<file path="src/hdl/selms_pkg.sv">
// ----------------------------------------------------------------------------
// selms_pkg
// Shared constants, types and command bundle for the sign-error LMS FIR.
// ----------------------------------------------------------------------------
`default_nettype none

package selms_pkg;

    // Filter geometry
    localparam int TAPS    = 15;
    localparam int IDX_W   = $clog2(TAPS);
    localparam int CENTRE  = TAPS / 2;

    // Field and datapath widths
    localparam int SMP_W   = 16;                 // Q1.15 samples
    localparam int TAP_W   = 24;                 // Q3.21 taps
    localparam int STEP_W  = 16;                 // step in units of 2^-16
    localparam int OPB_W   = 17;                 // second multiplier operand
    localparam int PROD_W  = TAP_W + OPB_W;      // 41
    localparam int ACC_W   = 43;                 // holds TAPS products of 2^38
    localparam int UPD_W   = 33;                 // sample times step
    localparam int DELTA_W = UPD_W - 10;         // rounded update, Q.21
    localparam int TSUM_W  = TAP_W + 2;

    // Reset values
    localparam logic signed [TAP_W-1:0] TAP_ONE    = TAP_W'(2097152);
    localparam logic [STEP_W-1:0]       STEP_RESET = STEP_W'(655);

    // Item kinds
    localparam logic KIND_SAMPLE = 1'b0;
    localparam logic KIND_ADAPT  = 1'b1;

    // Controller states
    typedef enum logic [1:0] {
        ST_IDLE,
        ST_RUN,
        ST_LAST,
        ST_FINISH
    } state_t;

    // Commands from controller to datapath
    typedef struct packed {
        logic             capture;   // take the request's fields
        logic             kind;      // kind of the request in hand
        logic             mul_en;    // multiply stage for tap idx
        logic             acc_en;    // accumulate or tap write stage
        logic             finish;    // close the request, load result
        logic [IDX_W-1:0] idx;       // tap being multiplied
    } cmd_t;

endpackage

`default_nettype wire

</file>
<file path="src/hdl/selms_ctrl.sv">
// ----------------------------------------------------------------------------
// selms_ctrl
// Sequencer: walks the taps through the shared multiplier for each request
// and manages both handshakes.
// ----------------------------------------------------------------------------
`default_nettype none

module selms_ctrl
    import selms_pkg::*;
(
    input  wire logic clk,
    input  wire logic rst_n,
    input  wire logic in_valid,
    output logic      in_stall,
    input  wire logic kind,
    output logic      out_valid,
    input  wire logic out_stall,
    output cmd_t      cmd
);

    state_t           state_reg, state_next;
    logic [IDX_W-1:0] cnt_reg, cnt_next;
    logic             kind_reg, kind_next;
    logic             out_valid_reg, out_valid_next;

    // State and counters
    always_ff @(posedge clk or negedge rst_n)
    begin
        if (!rst_n)
        begin
            state_reg     <= ST_IDLE;
            cnt_reg       <= '0;
            kind_reg      <= KIND_SAMPLE;
            out_valid_reg <= 1'b0;
        end
        else
        begin
            state_reg     <= state_next;
            cnt_reg       <= cnt_next;
            kind_reg      <= kind_next;
            out_valid_reg <= out_valid_next;
        end
    end

    // Next state and commands
    always_comb
    begin
        state_next  = state_reg;
        cnt_next    = cnt_reg;
        kind_next   = kind_reg;
        in_stall    = 1'b1;
        cmd         = '0;
        cmd.kind    = kind_reg;
        cmd.idx     = cnt_reg;

        // result taken downstream
        out_valid_next = out_valid_reg && out_stall;

        unique case (state_reg)
            ST_IDLE:
            begin
                in_stall = 1'b0;
                if (in_valid)
                begin
                    cmd.capture = 1'b1;
                    cmd.kind    = kind;
                    kind_next   = kind;
                    cnt_next    = '0;
                    state_next  = ST_RUN;
                end
            end
            ST_RUN:
            begin
                cmd.mul_en = 1'b1;
                cmd.acc_en = (cnt_reg != '0);
                cnt_next   = cnt_reg + 1'b1;
                if (cnt_reg == IDX_W'(TAPS - 1))
                    state_next = ST_LAST;
            end
            ST_LAST:
            begin
                // drain the final product
                cmd.acc_en = 1'b1;
                state_next = ST_FINISH;
            end
            ST_FINISH:
            begin
                // wait for the output register to be free
                if (!out_valid_reg || !out_stall)
                begin
                    cmd.finish     = 1'b1;
                    out_valid_next = 1'b1;
                    state_next     = ST_IDLE;
                end
            end
            default:
            begin
                state_next = ST_IDLE;
            end
        endcase
    end

    assign out_valid = out_valid_reg;

`ifndef NO_ASSERTIONS
    // a request that is accepted blocks the next one in the following cycle
    a_accept_blocks: assert property (@(posedge clk) disable iff (!rst_n)
        (in_valid && !in_stall) |=> in_stall)
        else $error("request accepted while a request was in hand");

    // finishing never overwrites a result that is still waiting
    a_no_overwrite: assert property (@(posedge clk) disable iff (!rst_n)
        cmd.finish |-> (!out_valid_reg || !out_stall))
        else $error("result overwritten before it was taken");

    // every finish presents a result in the next cycle
    a_finish_valid: assert property (@(posedge clk) disable iff (!rst_n)
        cmd.finish |=> out_valid)
        else $error("finished request produced no result");

    // capture never overlaps with multiply, accumulate or finish
    a_cmd_excl: assert property (@(posedge clk) disable iff (!rst_n)
        cmd.capture |-> (!cmd.mul_en && !cmd.acc_en && !cmd.finish))
        else $error("capture overlaps with datapath work");
`endif

endmodule

`default_nettype wire

</file>
<file path="src/hdl/selms_dp.sv">
// ----------------------------------------------------------------------------
// selms_dp
// Datapath: delay line, tap weights, shared multiplier, accumulator,
// output history and result register.
// ----------------------------------------------------------------------------
`default_nettype none

module selms_dp
    import selms_pkg::*;
(
    input  wire logic                     clk,
    input  wire logic                     rst_n,
    input  wire cmd_t                     cmd,
    input  wire logic                     cfg_wr_en,
    input  wire logic [STEP_W-1:0]        cfg_wr_data,
    input  wire logic signed [SMP_W-1:0]  sample,
    input  wire logic signed [SMP_W-1:0]  desired,
    input  wire logic signed [SMP_W-1:0]  actual,
    output logic signed [SMP_W-1:0]       filt_oldest,
    output logic signed [SMP_W-1:0]       filt_middle,
    output logic signed [SMP_W-1:0]       filt_newest
);

    logic signed [SMP_W-1:0]  dl_reg   [TAPS];
    logic signed [TAP_W-1:0]  tap_reg  [TAPS];
    logic signed [SMP_W-1:0]  hist_reg [3];
    logic signed [SMP_W-1:0]  out_reg  [3];
    logic [STEP_W-1:0]        step_reg;
    logic                     up_reg, dn_reg;
    logic signed [PROD_W-1:0] prod_reg;
    logic [IDX_W-1:0]         idx_d_reg;
    logic signed [ACC_W-1:0]  acc_reg;

    logic signed [TAP_W-1:0]   op_a;
    logic signed [OPB_W-1:0]   op_b;
    logic signed [UPD_W-1:0]   upd_rnd;
    logic signed [DELTA_W-1:0] delta;
    logic signed [TSUM_W-1:0]  tap_sum;
    logic signed [TAP_W-1:0]   tap_next;
    logic signed [ACC_W:0]     acc_rnd;
    logic signed [ACC_W-21:0]  filt_full;
    logic signed [SMP_W-1:0]   filt_next;

    // Operand select: tap by sample for filtering, sample by step for adapting
    always_comb
    begin
        if (cmd.kind == KIND_SAMPLE)
        begin
            op_a = tap_reg[cmd.idx];
            op_b = OPB_W'(dl_reg[cmd.idx]);
        end
        else
        begin
            op_a = TAP_W'(dl_reg[cmd.idx]);
            op_b = $signed({1'b0, step_reg});
        end
    end

    // Tap update: round to Q3.21, add or subtract, saturate
    always_comb
    begin
        upd_rnd = prod_reg[UPD_W-1:0] + UPD_W'(512);
        delta   = upd_rnd[UPD_W-1:10];
        if (up_reg)
            tap_sum = TSUM_W'(tap_reg[idx_d_reg]) + TSUM_W'(delta);
        else
            tap_sum = TSUM_W'(tap_reg[idx_d_reg]) - TSUM_W'(delta);
        if (tap_sum > $signed(TSUM_W'({1'b0, {(TAP_W-1){1'b1}}})))
            tap_next = {1'b0, {(TAP_W-1){1'b1}}};
        else if (tap_sum < -$signed(TSUM_W'({1'b1, {(TAP_W-1){1'b0}}})))
            tap_next = {1'b1, {(TAP_W-1){1'b0}}};
        else
            tap_next = tap_sum[TAP_W-1:0];
    end

    // Filter output: round to Q1.15 and saturate
    always_comb
    begin
        acc_rnd   = (ACC_W+1)'(acc_reg) + (ACC_W+1)'(1 << 20);
        filt_full = acc_rnd[ACC_W:21];
        if (filt_full > (ACC_W-20)'(32767))
            filt_next = 16'sh7FFF;
        else if (filt_full < -(ACC_W-20)'(32768))
            filt_next = 16'sh8000;
        else
            filt_next = filt_full[SMP_W-1:0];
    end

    // Step size register
    always_ff @(posedge clk or negedge rst_n)
    begin
        if (!rst_n)
            step_reg <= STEP_RESET;
        else if (cfg_wr_en)
            step_reg <= cfg_wr_data;
    end

    // Delay line and error direction capture
    always_ff @(posedge clk or negedge rst_n)
    begin
        if (!rst_n)
        begin
            for (int i = 0; i < TAPS; i++)
                dl_reg[i] <= '0;
            up_reg <= 1'b0;
            dn_reg <= 1'b0;
        end
        else if (cmd.capture)
        begin
            if (cmd.kind == KIND_SAMPLE)
            begin
                for (int i = 0; i < TAPS - 1; i++)
                    dl_reg[i] <= dl_reg[i+1];
                dl_reg[TAPS-1] <= sample;
            end
            else
            begin
                up_reg <= (desired > actual);
                dn_reg <= (desired < actual);
            end
        end
    end

    // Multiply stage
    always_ff @(posedge clk)
    begin
        if (cmd.mul_en)
        begin
            prod_reg  <= PROD_W'(op_a) * PROD_W'(op_b);
            idx_d_reg <= cmd.idx;
        end
    end

    // Accumulator
    always_ff @(posedge clk or negedge rst_n)
    begin
        if (!rst_n)
            acc_reg <= '0;
        else if (cmd.capture)
            acc_reg <= '0;
        else if (cmd.acc_en && cmd.kind == KIND_SAMPLE)
            acc_reg <= acc_reg + ACC_W'(prod_reg);
    end

    // Tap weights, centre spike after reset
    always_ff @(posedge clk or negedge rst_n)
    begin
        if (!rst_n)
        begin
            for (int i = 0; i < TAPS; i++)
                tap_reg[i] <= (i == CENTRE) ? TAP_ONE : '0;
        end
        else if (cmd.acc_en && cmd.kind == KIND_ADAPT && (up_reg || dn_reg))
        begin
            tap_reg[idx_d_reg] <= tap_next;
        end
    end

    // Output history
    always_ff @(posedge clk or negedge rst_n)
    begin
        if (!rst_n)
        begin
            for (int i = 0; i < 3; i++)
                hist_reg[i] <= '0;
        end
        else if (cmd.finish && cmd.kind == KIND_SAMPLE)
        begin
            hist_reg[0] <= hist_reg[1];
            hist_reg[1] <= hist_reg[2];
            hist_reg[2] <= filt_next;
        end
    end

    // Result register
    always_ff @(posedge clk)
    begin
        if (cmd.finish)
        begin
            if (cmd.kind == KIND_SAMPLE)
            begin
                out_reg[0] <= hist_reg[1];
                out_reg[1] <= hist_reg[2];
                out_reg[2] <= filt_next;
            end
            else
            begin
                out_reg[0] <= hist_reg[0];
                out_reg[1] <= hist_reg[1];
                out_reg[2] <= hist_reg[2];
            end
        end
    end

    assign filt_oldest = out_reg[0];
    assign filt_middle = out_reg[1];
    assign filt_newest = out_reg[2];

`ifndef NO_ASSERTIONS
    // taps are only written while adapting
    a_tap_write_adapt: assert property (@(posedge clk) disable iff (!rst_n)
        (cmd.acc_en && cmd.kind == KIND_SAMPLE)
            |=> (tap_reg[$past(idx_d_reg)] == $past(tap_reg[idx_d_reg])))
        else $error("tap written during a filter request");

    // error direction is never both up and down
    a_dir_excl: assert property (@(posedge clk) disable iff (!rst_n)
        !(up_reg && dn_reg))
        else $error("error direction both up and down");

    // adapt requests leave the delay line alone
    a_dl_hold: assert property (@(posedge clk) disable iff (!rst_n)
        (cmd.capture && cmd.kind == KIND_ADAPT) |=> $stable(dl_reg[TAPS-1]))
        else $error("delay line moved on an adapt request");
`endif

endmodule

`default_nettype wire

</file>
<file path="src/hdl/sign_error_lms_fir.sv">
// ----------------------------------------------------------------------------
// sign_error_lms_fir
// Adaptive FIR equaliser with a sign-error LMS tap update.
// ----------------------------------------------------------------------------
//
//  channel   | handshake           | payload
//  ----------+---------------------+-------------------------------------------
//  input     | in_valid, in_stall  | kind, sample, desired, actual
//  output    | out_valid, out_stall| filt_oldest, filt_middle, filt_newest
//  config    | cfg_wr_en           | cfg_wr_data (step_size)
//
//  A request is captured, walked through the single shared multiplier one
//  tap per cycle, drained and then closed; in_stall holds off the next
//  request until the request in hand is closed.
//  The result register lets a new request be taken while the last result
//  still waits; closing the next request waits while out_stall holds it.
//  rst_n is asynchronous and loads the centre spike taps and zero history.
//
`default_nettype none

module sign_error_lms_fir
    import selms_pkg::*;
(
    input  wire logic                     clk,
    input  wire logic                     rst_n,
    input  wire logic                     cfg_wr_en,
    input  wire logic [STEP_W-1:0]        cfg_wr_data,
    input  wire logic                     in_valid,
    output logic                          in_stall,
    input  wire logic                     kind,
    input  wire logic signed [SMP_W-1:0]  sample,
    input  wire logic signed [SMP_W-1:0]  desired,
    input  wire logic signed [SMP_W-1:0]  actual,
    output logic                          out_valid,
    input  wire logic                     out_stall,
    output logic signed [SMP_W-1:0]       filt_oldest,
    output logic signed [SMP_W-1:0]       filt_middle,
    output logic signed [SMP_W-1:0]       filt_newest
);

    cmd_t cmd;

    // Sequencer
    selms_ctrl u_ctrl (
        .clk       (clk),
        .rst_n     (rst_n),
        .in_valid  (in_valid),
        .in_stall  (in_stall),
        .kind      (kind),
        .out_valid (out_valid),
        .out_stall (out_stall),
        .cmd       (cmd)
    );

    // Datapath
    selms_dp u_dp (
        .clk         (clk),
        .rst_n       (rst_n),
        .cmd         (cmd),
        .cfg_wr_en   (cfg_wr_en),
        .cfg_wr_data (cfg_wr_data),
        .sample      (sample),
        .desired     (desired),
        .actual      (actual),
        .filt_oldest (filt_oldest),
        .filt_middle (filt_middle),
        .filt_newest (filt_newest)
    );

endmodule

`default_nettype wire
</file>
<file path="config.mk">
export PLATFORM = sky130hd
export DESIGN_NAME = sign_error_lms_fir
export DESIGN_NICKNAME = d
export VERILOG_FILES = /design/src/hdl/selms_pkg.sv /design/src/hdl/selms_ctrl.sv /design/src/hdl/selms_dp.sv /design/src/hdl/sign_error_lms_fir.sv
export SDC_FILE = /design/constraint.sdc
export NUM_CORES = 2
export LEC_CHECK = 0
export BUFFER_PORTS_ARGS = -buffer_cell sky130_fd_sc_hd__buf_2
export CAP_MARGIN = 20
export CORE_MARGIN = 3
export CORE_UTILIZATION = 55
export DETAILED_ROUTE_END_ITERATION = 16
export HOLD_SLACK_MARGIN = 0.12
export PLACE_DENSITY = 0.74
export SLEW_MARGIN = 20
export SYNTH_ARGS = -nofsm -noshare
export SYNTH_HDL_FRONTEND = slang
export SYNTH_SLANG_ARGS = --single-unit
</file>
<file path="constraint.sdc">
create_clock -name clk -period 8.2 [get_ports clk]
set_clock_uncertainty 0.05 [all_clocks]
set_input_delay 0.82 -clock clk [delete_from_list [all_inputs] [get_ports clk]]
set_output_delay 0.82 -clock clk [all_outputs]
set_load 0.02 [all_outputs]
</file>
==> impl_metrics.sql <==
INSERT INTO impl_metrics (metric_group, metric, value, unit) VALUES
('run_status', 'run_status', 'complete, no violations', ''),
('floorplan', 'fp.dieArea', '0.1093', 'mm^2'),
('critical_path', 'critPathKind', 'flop to flop', ''),
('placed_design', 'dp.final_hpwl', '110.6', 'mm'),
('critical_path', 'setup.worst_path.start_class', 'flop', ''),
('final_layout', 'drive_above_1_share', '26.23', '%'),
('synthesis', 'async_reset_ff_share', '88.52', '%'),
('synthesis', 'yosys.cell_types.count', '91', ''),
('power', 'share_seq_of_total_power', '24.1', '%'),
('final_layout', 'final_area', '0.06648', 'mm^2'),
('sta', 'setup-violations-final', '0', ''),
('synthesis', 'synth-edff-count', '93', ''),
('final_layout', 'largest_register_ff_count', '360', ''),
('route', 'drt_wl_total', '155.7', 'mm'),
('synthesis', 'cell_area_after_synthesis', '0.05797', 'mm^2'),
('sta', 'timing.final.max_slew_violations', '0', ''),
('critical_path', 'end_kind', 'flop', ''),
('hold_path', 'hold_class', 'input pin to flop', ''),
('final_layout', 'areaGrowthSynthToFinish', '14.68', '%'),
('sta', 'worst-slew-pin-transition', '1173', 'ps'),
('floorplan', 'fp.coreArea', '0.1041', 'mm^2'),
('clock_tree', 'cts-root-buf', 'clkbuf_16', ''),
('critical_path', 'critical_path_peak_fanout', '7', ''),
('floorplan', 'floorplan.initialDensity', '55.69', '%'),
('sta', 'totalNegativeSetupSlack', '0', 'ps'),
('sta', 'finalHoldViolCount', '0', ''),
('sta', 'slew-limit-headroom', '21.60', '%'),
('floorplan', 'fp-row-count', '118', ''),
('global_route', 'grt_usage', '28.37', '%'),
('route', 'dr_wl_met2', '73.04', 'mm'),
('placed_design', 'routabilityCongestion', '0.9667', ''),
('synthesis', 'synthesis.yosys.warnings', '0', ''),
('synthesis', 'synthFlopType', 'dfrtp_1', ''),
('critical_path', 'path_common_cell', 'fa_1', ''),
('clock_tree', 'h_tree_depth', '3', ''),
('clock_tree', 'tritoncts.num_buffers', '86', ''),
('power', 'logic_pwr_share', '61.4', '%'),
('route', 'routed_via_density', '5.992', ''),
('job', 'maxCapViolations', '0', ''),
('clock_tree', 'cts.sink_count', '810', ''),
('route', 'top_layer_used', 'met5', ''),
('placed_design', 'port_buffers', '119', ''),
('critical_path', 'required', '8670', 'ps'),
('power', 'p_int', '14.82', 'mW'),
('synthesis', 'synth.ff_latch_count', '810', ''),
('floorplan', 'chipHeight', '330.6', 'um'),
('sta', 'postLayoutSetupSlackWorst', '71.88', 'ps'),
('global_route', 'via_count_of_the_first_global_routing_pass', '43250', ''),
('critical_path', 'timing.critical_path.slowest_cell_delay', '580', 'ps'),
('synthesis', 'postSynthAreaPerCell', '10.64', 'um^2'),
('global_route', 'grt-ovfl-total', '0', ''),
('synthesis', 'synth_fp_nets', '6112', ''),
('global_route', 'global_route_wire_length_before_repair', '242.7', 'mm'),
('route', 'wirelength_met1', '62.85', 'mm'),
('sta', 'timing.final.crit_period', '8128', 'ps'),
('floorplan', 'die_w', '330.6', 'um'),
('clock_tree', 'cts_tree', 'yes', ''),
('power', 'cellLeakagePower', '31.16', 'nW'),
('route', 'remaining_drc_errors', '0', ''),
('sta', 'clock.fmax', '123.0', 'MHz'),
('final_layout', 'finish.utilization', '63.86', '%'),
('global_route', 'largest_net_degree_at_the_start_of_global_routing', '192', ''),
('clock_tree', 'cts-root-to-sink-buffers', '3', ''),
('placed_design', 'dpl.cell_count', '6994', ''),
('power', 'ir_drop', '0.0004348', 'V'),
('sta', 'rsz_0062_raised_after_global_routing', 'yes', ''),
('route', 'initialDrtViolationCount', '4625', ''),
('placed_design', 'placed_cell_area', '0.06217', 'mm^2'),
('power', 'net-switching-power', '12.91', 'mW'),
('power', 'power', '27.73', 'mW'),
('route', 'number_of_iterations_in_the_first_detailed_routing_pass', '9', '');
[cells in the final DEF (no fill, tap or decap), types with 20 or more instances in the layout]
| master | count |
|---|---|
| nand2_1 | 788 |
| dfrtp_1 | 707 |
| inv_1 | 515 |
| nor2_1 | 431 |
| fa_1 | 383 |
| buf_4 | 345 |
| mux2_2 | 336 |
| o21ai_0 | 275 |
| mux4_2 | 246 |
| ha_1 | 177 |
| a21oi_1 | 164 |
| buf_2 | 118 |
| xnor2_1 | 93 |
| edfxtp_1 | 93 |
| clkbuf_16 | 90 |
| mux2i_1 | 86 |
| a21oi_2 | 75 |
| a21o_1 | 72 |
| nand3_1 | 51 |
| xor2_1 | 51 |
| o21ai_1 | 49 |
| buf_12 | 40 |
| and3_1 | 31 |
| o22a_1 | 29 |
| buf_6 | 29 |
| nand2b_1 | 21 |
| a31oi_1 | 21 |
| nor3_1 | 21 |
| fa_2 | 21 |
| clkbuf_1 | 21 |
| nand4_1 | 20 |
| a211oi_1 | 20 |
| clkinv_2 | 20 |
| o31ai_1 | 20 |
[synthesized netlist by cell type (all sizes together), types with 5 or more instances]
cell type  instances  share of area, %
a211oi            23              0.30
a21boi             7             0.091
a21o              73              0.95
a21oi            244               2.5
a31oi             22              0.24
and2              18              0.19
and3              34              0.38
and4               8              0.13
buf               76              0.79
clkbuf           231               1.5
dfrtp            710                31
dfstp              7              0.32
edfxtp            93               4.8
fa               404                14
ha               191               4.1
inv              535               3.5
maj3              22              0.41
mux2             336               6.5
mux2i             94               1.6
mux4             246               9.6
nand2            807               5.2
nand2b            22              0.24
nand3             56              0.51
nand4             22              0.29
nor2             448               2.9
nor2b             21              0.23
nor3              27              0.25
nor4               8              0.11
o211ai             8              0.10
o21a              16              0.21
o21ai            328               2.9
o21bai            20              0.26
o22a              29              0.44
o22ai              5             0.054
o31ai             21              0.27
or2                7             0.076
or3               13              0.15
xnor2             96               1.5
xor2              53              0.81
[kinds of logic after synthesis]
family | synth area share, %
AND/OR/NAND/NOR | 10.91
AO/OA/AOI/OAI | 9.027
buffers and inverters | 5.770
flip-flops | 35.79
multiplexers | 17.71
adder cells (fa/ha/maj) | 18.49
XOR/XNOR | 2.316
[worst max-delay path, delay by kind of cell (launching register included)]
| family | cells | cell delay [ps] |
|---|---|---|
| buf+inv | 8 | 1000 |
| flops | 1 | 490 |
| mux | 3 | 1210 |
| simple gates | 5 | 900 |
| compound gates | 6 | 1060 |
| fa+ha+maj | 7 | 3250 |
[power by group through the flow]
stage,logic [mW],registers (mW),clock network [mW]
global placement,15.5,6.62,0
floorplan,11.1,6.31,0
CTS,16.1,6.64,4.07
detailed placement,15.9,6.71,0
global route,18.4,6.82,4.23
finish,17.0,6.68,4.02
[what timing repair did]
| item | in CTS | in global routing |
|---|---|---|
| setup buffers | 4 | 60 |
| resized for setup | 25 | 168 |
| endpoints found under the setup margin | 12 | 20 |
| gates cloned | 2 | 3 |
| pin swaps | 5 | 94 |
| hold endpoints to repair | 10 | 0 |
| hold buffers | 1 | 0 |
[routing by layer]
layer,global-route usage (%),up-vias
met2,44.81,1949
li1,-,19140
met5,0,-
met3,5.686,394
met4,10.97,2
met1,38.98,21780
[path summary, 6_finish.rpt]
path	from	endpoint	slack [ps]
worst max-delay path	u_ctrl.cnt_reg[0]	u_dp.prod_reg[40]	70
worst min-delay path	cfg_wr_data[1]	u_dp.step_reg[1]	320
worst max register to register	u_ctrl.cnt_reg[0]	u_dp.prod_reg[40]	70
worst min register to register	u_dp.hist_reg[39]	u_dp.hist_reg[39]	420
max in group asynchronous	rst_n	u_dp.tap_reg[288]	5380
min in group asynchronous	rst_n	u_dp.hist_reg[47]	650
[area by class of cell]
type / instances / area [um^2]
multi-input cells: 3794 / 34560
fillers: 7831 / 37610
well taps: 1380 / 1727
diodes: 1 / 2.502
clock buffers: 120 / 2421
flip-flops and latches: 810 / 20750
inverters: 536 / 2017
clock inverters: 38 / 476.7
repair buffers: 543 / 4516
No activity file was read; power rests on OpenSTA's default activity.
